**config.mk**
```make
export PLATFORM = sky130hd
export DESIGN_NAME = neighbor_window_heat_diffusion
export DESIGN_NICKNAME = d
export VERILOG_FILES = /design/src/rtl/core/nwhd_pkg.sv /design/src/rtl/core/nwhd_divider.sv /design/src/rtl/core/nwhd_ctrl.sv /design/src/rtl/core/nwhd_datapath.sv /design/src/rtl/core/neighbor_window_heat_diffusion.sv
export SDC_FILE = /design/constraint.sdc
export NUM_CORES = 2
export LEC_CHECK = 0
export BUFFER_PORTS_ARGS = -buffer_cell sky130_fd_sc_hd__buf_4
export CORE_ASPECT_RATIO = 0.7
export CORE_MARGIN = 4
export CORE_UTILIZATION = 65
export DETAILED_ROUTE_END_ITERATION = 16
export PLACE_DENSITY = 0.88
export SLEW_MARGIN = 20
export SYNTH_ARGS = -nofsm -noshare
export SYNTH_HDL_FRONTEND = slang
export SYNTH_HIERARCHICAL = 1
export SYNTH_SLANG_ARGS = --single-unit
```
**constraint.sdc**
```tcl
create_clock -name clock -period 48.8 [get_ports clock]
set_input_delay 4.88 -clock clock [delete_from_list [all_inputs] [get_ports clock]]
set_output_delay 4.88 -clock clock [all_outputs]
set_load 0.03 [all_outputs]
```
**src/rtl/core/nwhd_pkg.sv**
```systemverilog
package nwhd_pkg;

   // Window geometry
   localparam int RADIUS    = 5;
   localparam int WIN_DEPTH = 2 * RADIUS + 1;
   localparam int WIN_W     = $clog2(WIN_DEPTH);
   localparam int FILL_W    = $clog2(WIN_DEPTH + 1);
   localparam int D_W       = $clog2(RADIUS + 1);

   // Arithmetic widths
   localparam int TEMP_W = 32;
   localparam int DIFF_W = 16;
   localparam int FRAC_W = 16;
   localparam int ACC_W  = TEMP_W + 1 + $clog2(2 * RADIUS);
   localparam int PROD_W = ACC_W + DIFF_W + 1;
   localparam int SH_W   = PROD_W - FRAC_W;
   localparam int RES_W  = SH_W + 2;
   localparam int STEP_W = $clog2(SH_W + 1);

   typedef enum logic [2:0] {
      ST_IDLE,
      ST_DECIDE,
      ST_LOAD,
      ST_SUM,
      ST_MUL,
      ST_DSTART,
      ST_DIV,
      ST_FINISH
   } state_type;

   typedef struct packed {
      logic shift;
      logic set_flush;
      logic set_mid;
      logic load;
      logic sum_step;
      logic mul;
      logic div_start;
      logic emit;
   } cmd_type;

   typedef struct packed {
      logic fill_ready;
      logic last_mode;
      logic sum_end;
      logic div_done;
      logic out_free;
      logic d_zero;
   } status_type;

endpackage

```
**src/rtl/core/nwhd_divider.sv**
```systemverilog
module nwhd_divider (
   input  logic                        clock,
   input  logic                        reset,
   input  logic                        start_i,
   input  logic [nwhd_pkg::SH_W-1:0]   dividend_i,
   input  logic [nwhd_pkg::WIN_W-1:0]  divisor_i,
   output logic [nwhd_pkg::SH_W-1:0]   quotient_o,
   output logic                        done_o
);
   import nwhd_pkg::*;

   logic [SH_W-1:0]   quo_ff;
   logic [WIN_W-1:0]  rem_ff;
   logic [WIN_W-1:0]  dvs_ff;
   logic [STEP_W-1:0] steps_ff;
   logic              busy_ff;
   logic              done_ff;

   logic [WIN_W:0]    rem_sh;
   logic [WIN_W:0]    rem_sub;
   logic              fits;
   logic [WIN_W-1:0]  rem_in;

   // One restoring step: shift in the next dividend bit, subtract if it fits
   always_comb begin
      rem_sh  = {rem_ff, quo_ff[SH_W-1]};
      fits    = rem_sh >= {1'b0, dvs_ff};
      rem_sub = rem_sh - {1'b0, dvs_ff};
      rem_in  = fits ? rem_sub[WIN_W-1:0] : rem_sh[WIN_W-1:0];
   end

   // Sequence control
   always_ff @(posedge clock) begin
      if (reset) begin
         steps_ff <= '0;
         busy_ff  <= 1'b0;
         done_ff  <= 1'b0;
      end else if (start_i) begin
         steps_ff <= STEP_W'(SH_W);
         busy_ff  <= 1'b1;
         done_ff  <= 1'b0;
      end else if (busy_ff) begin
         steps_ff <= steps_ff - 1'b1;
         if (steps_ff == STEP_W'(1)) begin
            busy_ff <= 1'b0;
            done_ff <= 1'b1;
         end
      end
   end

   // Quotient and remainder shift
   always_ff @(posedge clock) begin
      if (start_i) begin
         quo_ff <= dividend_i;
         rem_ff <= '0;
         dvs_ff <= divisor_i;
      end else if (busy_ff) begin
         quo_ff <= {quo_ff[SH_W-2:0], fits};
         rem_ff <= rem_in;
      end
   end

   assign quotient_o = quo_ff;
   assign done_o     = done_ff;

   a_start_busy: assert property (@(posedge clock) disable iff (reset)
      start_i |=> busy_ff && !done_ff)
      else $error("divider did not start");

endmodule

```
**src/rtl/core/nwhd_ctrl.sv**
```systemverilog
module nwhd_ctrl (
   input  logic                   clock,
   input  logic                   reset,
   input  logic                   req_valid,
   output logic                   req_stall,
   input  nwhd_pkg::status_type   status_i,
   output nwhd_pkg::cmd_type      cmd_o
);
   import nwhd_pkg::*;

   state_type state_ff;
   state_type state_in;

   // State register
   always_ff @(posedge clock) begin
      if (reset) begin
         state_ff <= ST_IDLE;
      end else begin
         state_ff <= state_in;
      end
   end

   // Next state and commands
   always_comb begin
      state_in  = state_ff;
      cmd_o     = '0;
      req_stall = 1'b1;
      case (state_ff)
         ST_IDLE: begin
            req_stall = 1'b0;
            if (req_valid) begin
               cmd_o.shift = 1'b1;
               state_in    = ST_DECIDE;
            end
         end
         ST_DECIDE: begin
            if (status_i.last_mode) begin
               cmd_o.set_flush = 1'b1;
               state_in        = ST_LOAD;
            end else if (status_i.fill_ready) begin
               cmd_o.set_mid = 1'b1;
               state_in      = ST_LOAD;
            end else begin
               state_in = ST_IDLE;
            end
         end
         ST_LOAD: begin
            cmd_o.load = 1'b1;
            state_in   = ST_SUM;
         end
         ST_SUM: begin
            cmd_o.sum_step = 1'b1;
            if (status_i.sum_end) begin
               state_in = ST_MUL;
            end
         end
         ST_MUL: begin
            cmd_o.mul = 1'b1;
            state_in  = ST_DSTART;
         end
         ST_DSTART: begin
            cmd_o.div_start = 1'b1;
            state_in        = ST_DIV;
         end
         ST_DIV: begin
            if (status_i.div_done) begin
               state_in = ST_FINISH;
            end
         end
         ST_FINISH: begin
            if (status_i.out_free) begin
               cmd_o.emit = 1'b1;
               if (status_i.last_mode && !status_i.d_zero) begin
                  state_in = ST_LOAD;
               end else begin
                  state_in = ST_IDLE;
               end
            end
         end
         default: begin
            state_in = ST_IDLE;
         end
      endcase
   end

   a_accept_then_busy: assert property (@(posedge clock) disable iff (reset)
      (req_valid && !req_stall) |=> req_stall && state_ff == ST_DECIDE)
      else $error("item accepted without moving to decide");

endmodule

```
**src/rtl/core/nwhd_datapath.sv**
```systemverilog
module nwhd_datapath (
   input  logic                               clock,
   input  logic                               reset,
   input  logic signed [nwhd_pkg::TEMP_W-1:0] req_temperature_in,
   input  logic                               req_last_sample,
   input  logic                               csr_write,
   input  logic [nwhd_pkg::DIFF_W-1:0]        csr_data,
   output logic                               rsp_valid,
   input  logic                               rsp_stall,
   output logic signed [nwhd_pkg::TEMP_W-1:0] rsp_temperature_out,
   output logic                               rsp_last_result,
   input  nwhd_pkg::cmd_type                  cmd_i,
   output nwhd_pkg::status_type               status_o
);
   import nwhd_pkg::*;

   // Sample window, newest at index 0
   logic signed [TEMP_W-1:0] win_ff [WIN_DEPTH];

   logic [FILL_W-1:0]        fill_ff;
   logic                     last_mode_ff;
   logic [D_W-1:0]           d_ff;
   logic [WIN_W-1:0]         i_ff;
   logic [WIN_W-1:0]         count_ff;
   logic [DIFF_W-1:0]        diff_ff;
   logic signed [TEMP_W-1:0] centre_ff;
   logic signed [ACC_W-1:0]  acc_ff;
   logic signed [PROD_W-1:0] prod_ff;
   logic                     rsp_valid_ff;
   logic signed [TEMP_W-1:0] temperature_out_ff;
   logic                     last_result_ff;

   logic [FILL_W-1:0]        fill_m1;
   logic [D_W-1:0]           flush_d;
   logic [FILL_W-1:0]        older_raw;
   logic [FILL_W-1:0]        older;
   logic [FILL_W-1:0]        count_w;
   logic [WIN_W-1:0]         rd_addr;
   logic signed [TEMP_W-1:0] rd_data;
   logic signed [ACC_W-1:0]  diff_val;
   logic signed [PROD_W-1:0] shifted_full;
   logic [SH_W-1:0]          shifted;
   logic                     neg;
   logic [SH_W-1:0]          mag;
   logic [SH_W-1:0]          quo;
   logic                     div_done;
   logic signed [RES_W-1:0]  q_signed;
   logic signed [RES_W-1:0]  res;
   logic signed [TEMP_W-1:0] res_sat;
   logic                     out_free;

   // Neighbor span for the current distance, clipped at both ends
   always_comb begin
      fill_m1   = fill_ff - 1'b1;
      flush_d   = (fill_m1 > FILL_W'(RADIUS)) ? D_W'(RADIUS) : fill_m1[D_W-1:0];
      older_raw = fill_m1 - FILL_W'(d_ff);
      older     = (older_raw > FILL_W'(RADIUS)) ? FILL_W'(RADIUS) : older_raw;
      count_w   = older + FILL_W'(d_ff);
   end

   // Single window read port: center on load, neighbors while summing
   always_comb begin
      rd_addr  = cmd_i.load ? WIN_W'(d_ff) : i_ff;
      rd_data  = win_ff[rd_addr];
      diff_val = ACC_W'(rd_data) - ACC_W'(centre_ff);
   end

   // Floor shift of the product, split into sign and magnitude
   always_comb begin
      shifted_full = prod_ff >>> FRAC_W;
      shifted      = shifted_full[SH_W-1:0];
      neg          = shifted[SH_W-1];
      mag          = neg ? (~shifted + 1'b1) : shifted;
   end

   nwhd_divider u_div (
      .clock      (clock),
      .reset      (reset),
      .start_i    (cmd_i.div_start),
      .dividend_i (mag),
      .divisor_i  (count_ff),
      .quotient_o (quo),
      .done_o     (div_done)
   );

   // Signed quotient, add center, saturate
   always_comb begin
      if (count_ff == '0) begin
         q_signed = '0;
      end else if (neg) begin
         q_signed = -signed'(RES_W'(quo));
      end else begin
         q_signed = signed'(RES_W'(quo));
      end
      res = RES_W'(centre_ff) + q_signed;
      if (res[RES_W-1:TEMP_W-1] == '0 || res[RES_W-1:TEMP_W-1] == '1) begin
         res_sat = res[TEMP_W-1:0];
      end else if (res[RES_W-1]) begin
         res_sat = {1'b1, {(TEMP_W-1){1'b0}}};
      end else begin
         res_sat = {1'b0, {(TEMP_W-1){1'b1}}};
      end
   end

   assign out_free = !rsp_valid_ff || !rsp_stall;

   // Control registers
   always_ff @(posedge clock) begin
      if (reset) begin
         fill_ff      <= '0;
         last_mode_ff <= 1'b0;
         d_ff         <= '0;
         i_ff         <= '0;
         diff_ff      <= '0;
         rsp_valid_ff <= 1'b0;
      end else begin
         if (csr_write) begin
            diff_ff <= csr_data;
         end
         if (cmd_i.shift) begin
            last_mode_ff <= req_last_sample;
            if (fill_ff != FILL_W'(WIN_DEPTH)) begin
               fill_ff <= fill_ff + 1'b1;
            end
         end
         if (cmd_i.set_flush) begin
            d_ff <= flush_d;
         end
         if (cmd_i.set_mid) begin
            d_ff <= D_W'(RADIUS);
         end
         if (cmd_i.load) begin
            i_ff <= '0;
         end
         if (cmd_i.sum_step) begin
            i_ff <= i_ff + 1'b1;
         end
         // Hand off the result; in flush walk toward the newest sample
         if (cmd_i.emit) begin
            rsp_valid_ff <= 1'b1;
            if (last_mode_ff) begin
               if (d_ff == '0) begin
                  fill_ff <= '0;
               end else begin
                  d_ff <= d_ff - 1'b1;
               end
            end
         end else if (!rsp_stall) begin
            rsp_valid_ff <= 1'b0;
         end
      end
   end

   // Datapath registers
   always_ff @(posedge clock) begin
      if (cmd_i.shift) begin
         win_ff[0] <= req_temperature_in;
         for (int k = 1; k < WIN_DEPTH; k++) begin
            win_ff[k] <= win_ff[k-1];
         end
      end
      if (cmd_i.load) begin
         centre_ff <= rd_data;
         count_ff  <= count_w[WIN_W-1:0];
         acc_ff    <= '0;
      end
      if (cmd_i.sum_step && i_ff != WIN_W'(d_ff)) begin
         acc_ff <= acc_ff + diff_val;
      end
      if (cmd_i.mul) begin
         prod_ff <= acc_ff * signed'({1'b0, diff_ff});
      end
      if (cmd_i.emit) begin
         temperature_out_ff <= res_sat;
         last_result_ff     <= last_mode_ff && (d_ff == '0);
      end
   end

   always_comb begin
      status_o.fill_ready = fill_ff >= FILL_W'(RADIUS + 1);
      status_o.last_mode  = last_mode_ff;
      status_o.sum_end    = i_ff == count_ff;
      status_o.div_done   = div_done;
      status_o.out_free   = out_free;
      status_o.d_zero     = d_ff == '0;
   end

   assign rsp_valid           = rsp_valid_ff;
   assign rsp_temperature_out = temperature_out_ff;
   assign rsp_last_result     = last_result_ff;

   a_emit_free: assert property (@(posedge clock) disable iff (reset)
      cmd_i.emit |-> (!rsp_valid_ff || !rsp_stall))
      else $error("result overwrote a stalled item");

   a_fill_bound: assert property (@(posedge clock) disable iff (reset)
      fill_ff <= FILL_W'(WIN_DEPTH))
      else $error("fill level beyond window depth");

   a_flush_clears: assert property (@(posedge clock) disable iff (reset)
      (cmd_i.emit && last_mode_ff && d_ff == '0) |=> fill_ff == '0)
      else $error("stream end did not clear fill level");

endmodule

```
**src/rtl/core/neighbor_window_heat_diffusion.sv**
```systemverilog
// Windowed heat diffusion over a stream of Q16.16 particle temperatures.
// Request channel (req_valid / req_stall): one temperature per item in
// particle order, req_last_sample marks the end of a stream.
// Response channel (rsp_valid / rsp_stall): one diffused temperature per
// particle, oldest first; rsp_last_result marks the final particle.
// Config channel (csr_valid / csr_ready / csr_data): diffusivity, Q0.16.
// Write it only while the block is idle; csr_ready is always high.
// An item yields a result once RADIUS later samples are in; the last item
// flushes up to RADIUS+1 results, one after another.
// Each result runs these steps (count = neighbors used, at most
// 2*RADIUS): load, count + 1 window taps, multiply, divider start, a
// 38-step restoring divider and a wait for its done flag, then emit.
// The divider takes most of the time. Accept and decide come before
// the first result of an item; req_stall stays high until the last
// result of that item (if any) is placed in the output register.
// A stalled result waits in the output register; the block can take the
// next item meanwhile and holds its own next result until the slot frees.
// Reset clears the window fill level and sets diffusivity to zero.
module neighbor_window_heat_diffusion (
   input  logic                               clock,
   input  logic                               reset,
   input  logic                               req_valid,
   output logic                               req_stall,
   input  logic signed [nwhd_pkg::TEMP_W-1:0] req_temperature_in,
   input  logic                               req_last_sample,
   output logic                               rsp_valid,
   input  logic                               rsp_stall,
   output logic signed [nwhd_pkg::TEMP_W-1:0] rsp_temperature_out,
   output logic                               rsp_last_result,
   input  logic                               csr_valid,
   output logic                               csr_ready,
   input  logic [nwhd_pkg::DIFF_W-1:0]        csr_data
);
   import nwhd_pkg::*;

   cmd_type    cmd;
   status_type status;
   logic       csr_write;

   // Config writes are always taken
   assign csr_ready = 1'b1;
   assign csr_write = csr_valid && csr_ready;

   nwhd_ctrl u_ctrl (
      .clock     (clock),
      .reset     (reset),
      .req_valid (req_valid),
      .req_stall (req_stall),
      .status_i  (status),
      .cmd_o     (cmd)
   );

   nwhd_datapath u_datapath (
      .clock               (clock),
      .reset               (reset),
      .req_temperature_in  (req_temperature_in),
      .req_last_sample     (req_last_sample),
      .csr_write           (csr_write),
      .csr_data            (csr_data),
      .rsp_valid           (rsp_valid),
      .rsp_stall           (rsp_stall),
      .rsp_temperature_out (rsp_temperature_out),
      .rsp_last_result     (rsp_last_result),
      .cmd_i               (cmd),
      .status_o            (status)
   );

endmodule
```
After elaboration in Yosys (flattened, before gate mapping)

Memory sizes are Yosys's and may differ from the RTL's.
Index checks and enable logic that the tools add are counted.

Bitwise operators: 1
Mux-type cells: 55
Multipliers: 1
Reductions and logical operators: 18
Equal/unequal tests: 17
Order comparisons: 4
$add $sub $neg: 13

Operators with widths:

| kind                                                | count |
|---|---|
| 2-to-1 mux 38 bit                                   | 3 |
| 2-to-1 mux 40 bit                                   | 2 |
| 2-to-1 mux 37 bit                                   | 2 |
| 2-to-1 mux 32 bit                                   | 2 |
| multiplier 37 x 17 -> 54 bit                        | 1 |
| adder 32 x 40 -> 40 bit                             | 1 |
| 2-to-1 mux 4 bit                                    | 10 |
| negation 38 -> 40 bit                               | 1 |
| adder 38 x 1 -> 38 bit, second input constant       | 1 |
| NOT 38 bit                                          | 1 |
| adder 37 x 33 -> 37 bit                             | 1 |
| subtractor 32 x 32 -> 33 bit                        | 1 |
| 2-to-1 mux 3 bit                                    | 10 |
| case mux 3 bit (8 select lines)                     | 1 |
| 2-to-1 mux 1 bit                                    | 19 |
| equality test 3 bit, second input constant          | 4 |
| 2-to-1 mux 6 bit                                    | 2 |
| equality test 9 bit, second input constant          | 1 |
| zero test 9 bit                                     | 1 |
| adder 4 x 1 -> 4 bit, second input constant         | 2 |
| > comparator 4 x 3 -> 1 bit, second input constant  | 2 |
| 2-to-1 mux 2 bit                                    | 4 |
| != test 2 bit, second input constant                | 4 |
| equality test 3 x 2 -> 1 bit, second input constant | 2 |
| other kinds (23)                                    | 31 |

Flip-flop bits (word level): 246
Memories: 1
Logic and storage cells: 130
Bits of input ports: 54
Bits in writable memories: 352
Output and inout port bits: 36

Memories:

| name              | words | bits a word | read ports | clocked after memory_dff | write ports | RTL line            | RTL |
|---|---|---|---|---|---|---|---|
| u_datapath.win_ff | 11    | 32          | 11         | 0                        | 11          | nwhd_datapath.sv:18 | `logic signed [TEMP_W-1:0] win_ff [WIN_DEPTH];` |

Logic depth before layout (Yosys ltp)

Depth in word-level cells: 9
Mapped depth: 26
Gate-level depth less buffers: 24

By module

Netlist, hierarchy kept.

Modules (own cells, without submodules):

| module                         | instances | area an instance (sq um) | sequential area each (sq um) | cells an instance |
|---|---|---|---|---|
| nwhd_datapath                  | 1         | 46,384.5                 | 15,474.8                     | 4,609 |
| nwhd_divider                   | 1         | 2,414.8                  | 1,501.4                      | 167 |
| nwhd_ctrl                      | 1         | 290.3                    | 60.1                         | 36 |
| neighbor_window_heat_diffusion | 1         | 11.3                     | 0.0                          | 2 |

Least setup slack after synthesis

OpenSTA, ideal clock, no wires.

Path kind: input to register
Start point: input port req_valid
End point: register u_datapath.fill_ff[0]
Stages on the path: 5
Required time: 48.661 ns
Buffers on the path: 0
Arrival: 23.250 ns
Setup time: 0.139 ns
Slack: 25.412 ns
Path through: inv_1 > nor2_1 > o21ai_0 > xnor2_1 > nor2_1

RTL lines:

| item                 | RTL line                             | RTL |
|---|---|---|
| start, declared      | neighbor_window_heat_diffusion.sv:22 | `input logic req_valid,` |
| end signal, assigned | nwhd_datapath.sv:123                 | `fill_ff <= fill_ff + 1'b1;` |
| end, declared        | nwhd_datapath.sv:20                  | `logic [FILL_W-1:0] fill_ff;` |

==> metrics.txt <==
post-synthesis cell area 49100 sq um; Fin Setup TNS 0 ps; clk slew on worst S/H paths 70 ps; met1 Usage GRT 44.4%; Final period util 17.4%; Hold Vio Cnt, Final 0; Worst Path Max Fanout 94; All-Layer GR Usage 30.5%; Worst Hold Class reg2reg; final net count 5639; fraction of registers with async set/reset 0%; Top Usage Layer GRT met2; Req. time, crit path 49170 ps; total global routing overflow 0; WL final 120 mm; full die area 80100 sq um; Initial DRT Pass Iterations 6; GR met2 Demand/Resource 45.1%; global-route wire length before repair 193 mm; synth cell count leaders inv_1, nand2_1, fa_1; CTS root buffer clkbuf_16; Placeable Area 74900 sq um; Die X 337 microns; global placement routability congestion 0.970; synthesized instance count 4814; internal power 1.30 mW; Setup Viol. Count Final 0; post-cts hold buffer count 0; Routed wire per std cell 20.7 microns; H-tree levels 2; vias in the first global route 35404; leakage 22.9 nW; ANT nets after route 0; Clk Latency, worst-skew pair 660 ps; CTS tree done; met3 usage 9.35%; Main synth FF type edfxtp_1; CP arrival 8860 ps; Slew headroom 27.3%; VDD IR max 41.7 uV; sw power 0.851 mW; drt drc 0; Seq pwr share 33.6%; PD cells 41.0 nW/um^2; # diodes 0; Area growth syn-to-layout 6.69%; clock skew 68.0 ps; CP startpoint kind flip-flop; RSZ-0062 raised after global routing false; DP Wirelength 87.2 mm; clock power share 20.5%; initial DRC count 4503; Crit. End Element flip-flop; share of cells above drive strength 1 6.36%; Syn Area/Cell 10.2 sq um; Final Critical Period 8490 ps; initial antenna violation count 1; number of flops mapped to enable cells by yosys 538; via/cell ratio 6.07; largest cells by area after synthesis edfxtp_1, fa_1, inv_1; starting density of the core 65.5%; post-cts resize count 0; Setup CP Type reg2reg; Seq/Total Area, Yosys 34.7%; Top Ports 90; Max Fclk 118 MHz; CTS Buffer Depth 3; max capacitance violation total 0; status finished clean; CTS Buf Count 56; Final Max Tran Viols 0; most frequent cell after synthesis inv_1; Die Height 238 microns; largest net degree at the start of global routing 95; Net Sw Frac 39.6%; #FFs+latches synth 582; Via Count 35238; actual slew at the worst max-slew pin 1090 ps; I/O Buffers 88; Logic pwr share 45.9%; Net Count, Synth 5686; synth unique cells 82; # rows 84; YS warnings 6; Yosys top cell area share 32.9%; Synth area leader edfxtp_1; # Post-CTS Setup Buffers 0; Overall Power 2.15 mW; total clock sinks 582
-- placed cells by master (no fill, tap or decap), types with 14 or more instances in the layout --
cell type / count
a21o_1: 53
a21oi_1: 105
a311oi_1: 37
a31oi_1: 50
and2_1: 219
and3_1: 47
buf_4: 126
clkbuf_16: 56
dfxtp_1: 39
edfxtp_1: 538
fa_1: 597
ha_1: 221
inv_1: 810
mux2_2: 38
mux2i_1: 24
nand2_1: 784
nand2b_1: 16
nand3_1: 124
nand4_1: 19
nor2_1: 176
nor2b_1: 22
nor3_1: 43
o211ai_1: 44
o21a_1: 47
o21ai_0: 109
o21bai_1: 14
o31ai_1: 29
or4_1: 16
xnor2_1: 108
xor2_1: 85
-- metrics by stage --
step	cells	util [%]	hold slack [ps]	area, sq um	setup slack (ps)
6_report	5802	69.9	421	52400	40310
3_3_place_gp	5696	67.4	427	50500	39780
4_1_cts	5800	69.8	419	52300	40440
2_1_floorplan	4814	-	426	49100	25410
5_1_grt	5802	69.9	441	52400	39890
3_5_place_dp	5696	67.4	431	50500	39720
-- routing by layer --
layer | routed length, microns | up-vias
met4 | 3620 | 0
met1 | 48700 | 17411
met3 | 15200 | 265
met2 | 52800 | 2033
met5 | 0 | -
li1 | - | 15529
-- layout make-up --
class | count | area, sq um
clock inverters | 39 | 422
well taps | 989 | 1240
clock buffers | 65 | 1440
fillers | 5093 | 22500
repair buffers | 128 | 986
multi-input cells | 3189 | 28200
flip-flops and latches | 582 | 17000
inverters | 810 | 3040
-- worst max-delay path, cell delays in order (launching register included) --
cell and delay [ps]:
dfxtp_1 510, nor3b_2 230, buf_4 610, mux2i_4 700
buf_4 770, buf_4 860, nand2_1 150, and3_1 220
a311oi_1 290, a31oi_1 130, o21a_1 320, fa_1 390
inv_1 70, ha_1 250, nor2b_1 170, o31a_1 280
o21ai_0 370, a21oi_1 220, o21ai_0 470, nand2_1 260
a211o_1 370, a41oi_1 240, xnor2_1 140, nor2_1 50
-- cells by family (layout without fill, tap and decap cells) --
group                    after synthesis  after routing  share of synthesized area [%]
adder cells (fa/ha/maj)              818            818                           30.0
multiplexers                          68             68                           1.50
flip-flops                           582            582                           34.7
AND/OR/NAND/NOR                     1537           1537                           14.4
XOR/XNOR                             193            193                           3.44
AO/OA/AOI/OAI                        572            572                           7.89
buffers and inverters               1043           1042                           8.05
other                                  1              1                        0.00764
-- path summary, 6_finish.rpt --
check	startpoint	end	slack (ps)	cells past startpoint
hold reg to reg	u_datapath/win_ff[2][1]$_DFFE_PP_	u_datapath/win_ff[3][1]$_DFFE_PP_	420	0
setup reg to reg	u_ctrl/state_ff[1]$_SDFFE_PP0P_	u_datapath/acc_ff[36]$_SDFFCE_PN0P_	40310	23
hold / removal	u_datapath/win_ff[2][1]$_DFFE_PP_	u_datapath/win_ff[3][1]$_DFFE_PP_	420	0
setup / recovery	u_ctrl/state_ff[1]$_SDFFE_PP0P_	u_datapath/acc_ff[36]$_SDFFCE_PN0P_	40310	23
-- sequential cells by signal, summed over array words and instances (netlist names), 4 cells and up --
| register | count |
|---|---|
| u_datapath/acc_ff | 37 |
| u_datapath/centre_ff | 32 |
| u_datapath/count_ff | 4 |
| u_datapath/diff_ff | 16 |
| u_datapath/fill_ff | 4 |
| u_datapath/i_ff | 4 |
| u_datapath/prod_ff | 38 |
| u_datapath/rsp_temperature_out | 32 |
| u_datapath/u_div/dvs_ff | 4 |
| u_datapath/u_div/quotient_o | 38 |
| u_datapath/u_div/rem_ff | 4 |
| u_datapath/u_div/steps_ff | 6 |
| u_datapath/win_ff | 352 |
-- power groups by stage --
| stage | logic [mW] | clock network, mW | registers [mW] |
|---|---|---|---|
| finish | 0.987 | 0.440 | 0.721 |
| global route | 1.11 | 0.467 | 0.726 |
| CTS | 0.974 | 0.443 | 0.718 |
| detailed placement | 0.963 | 0 | 0.727 |
| global placement | 0.918 | 0 | 0.722 |
| floorplan | 0.736 | 0 | 0.719 |
No activity file was read; power rests on OpenSTA's default activity.
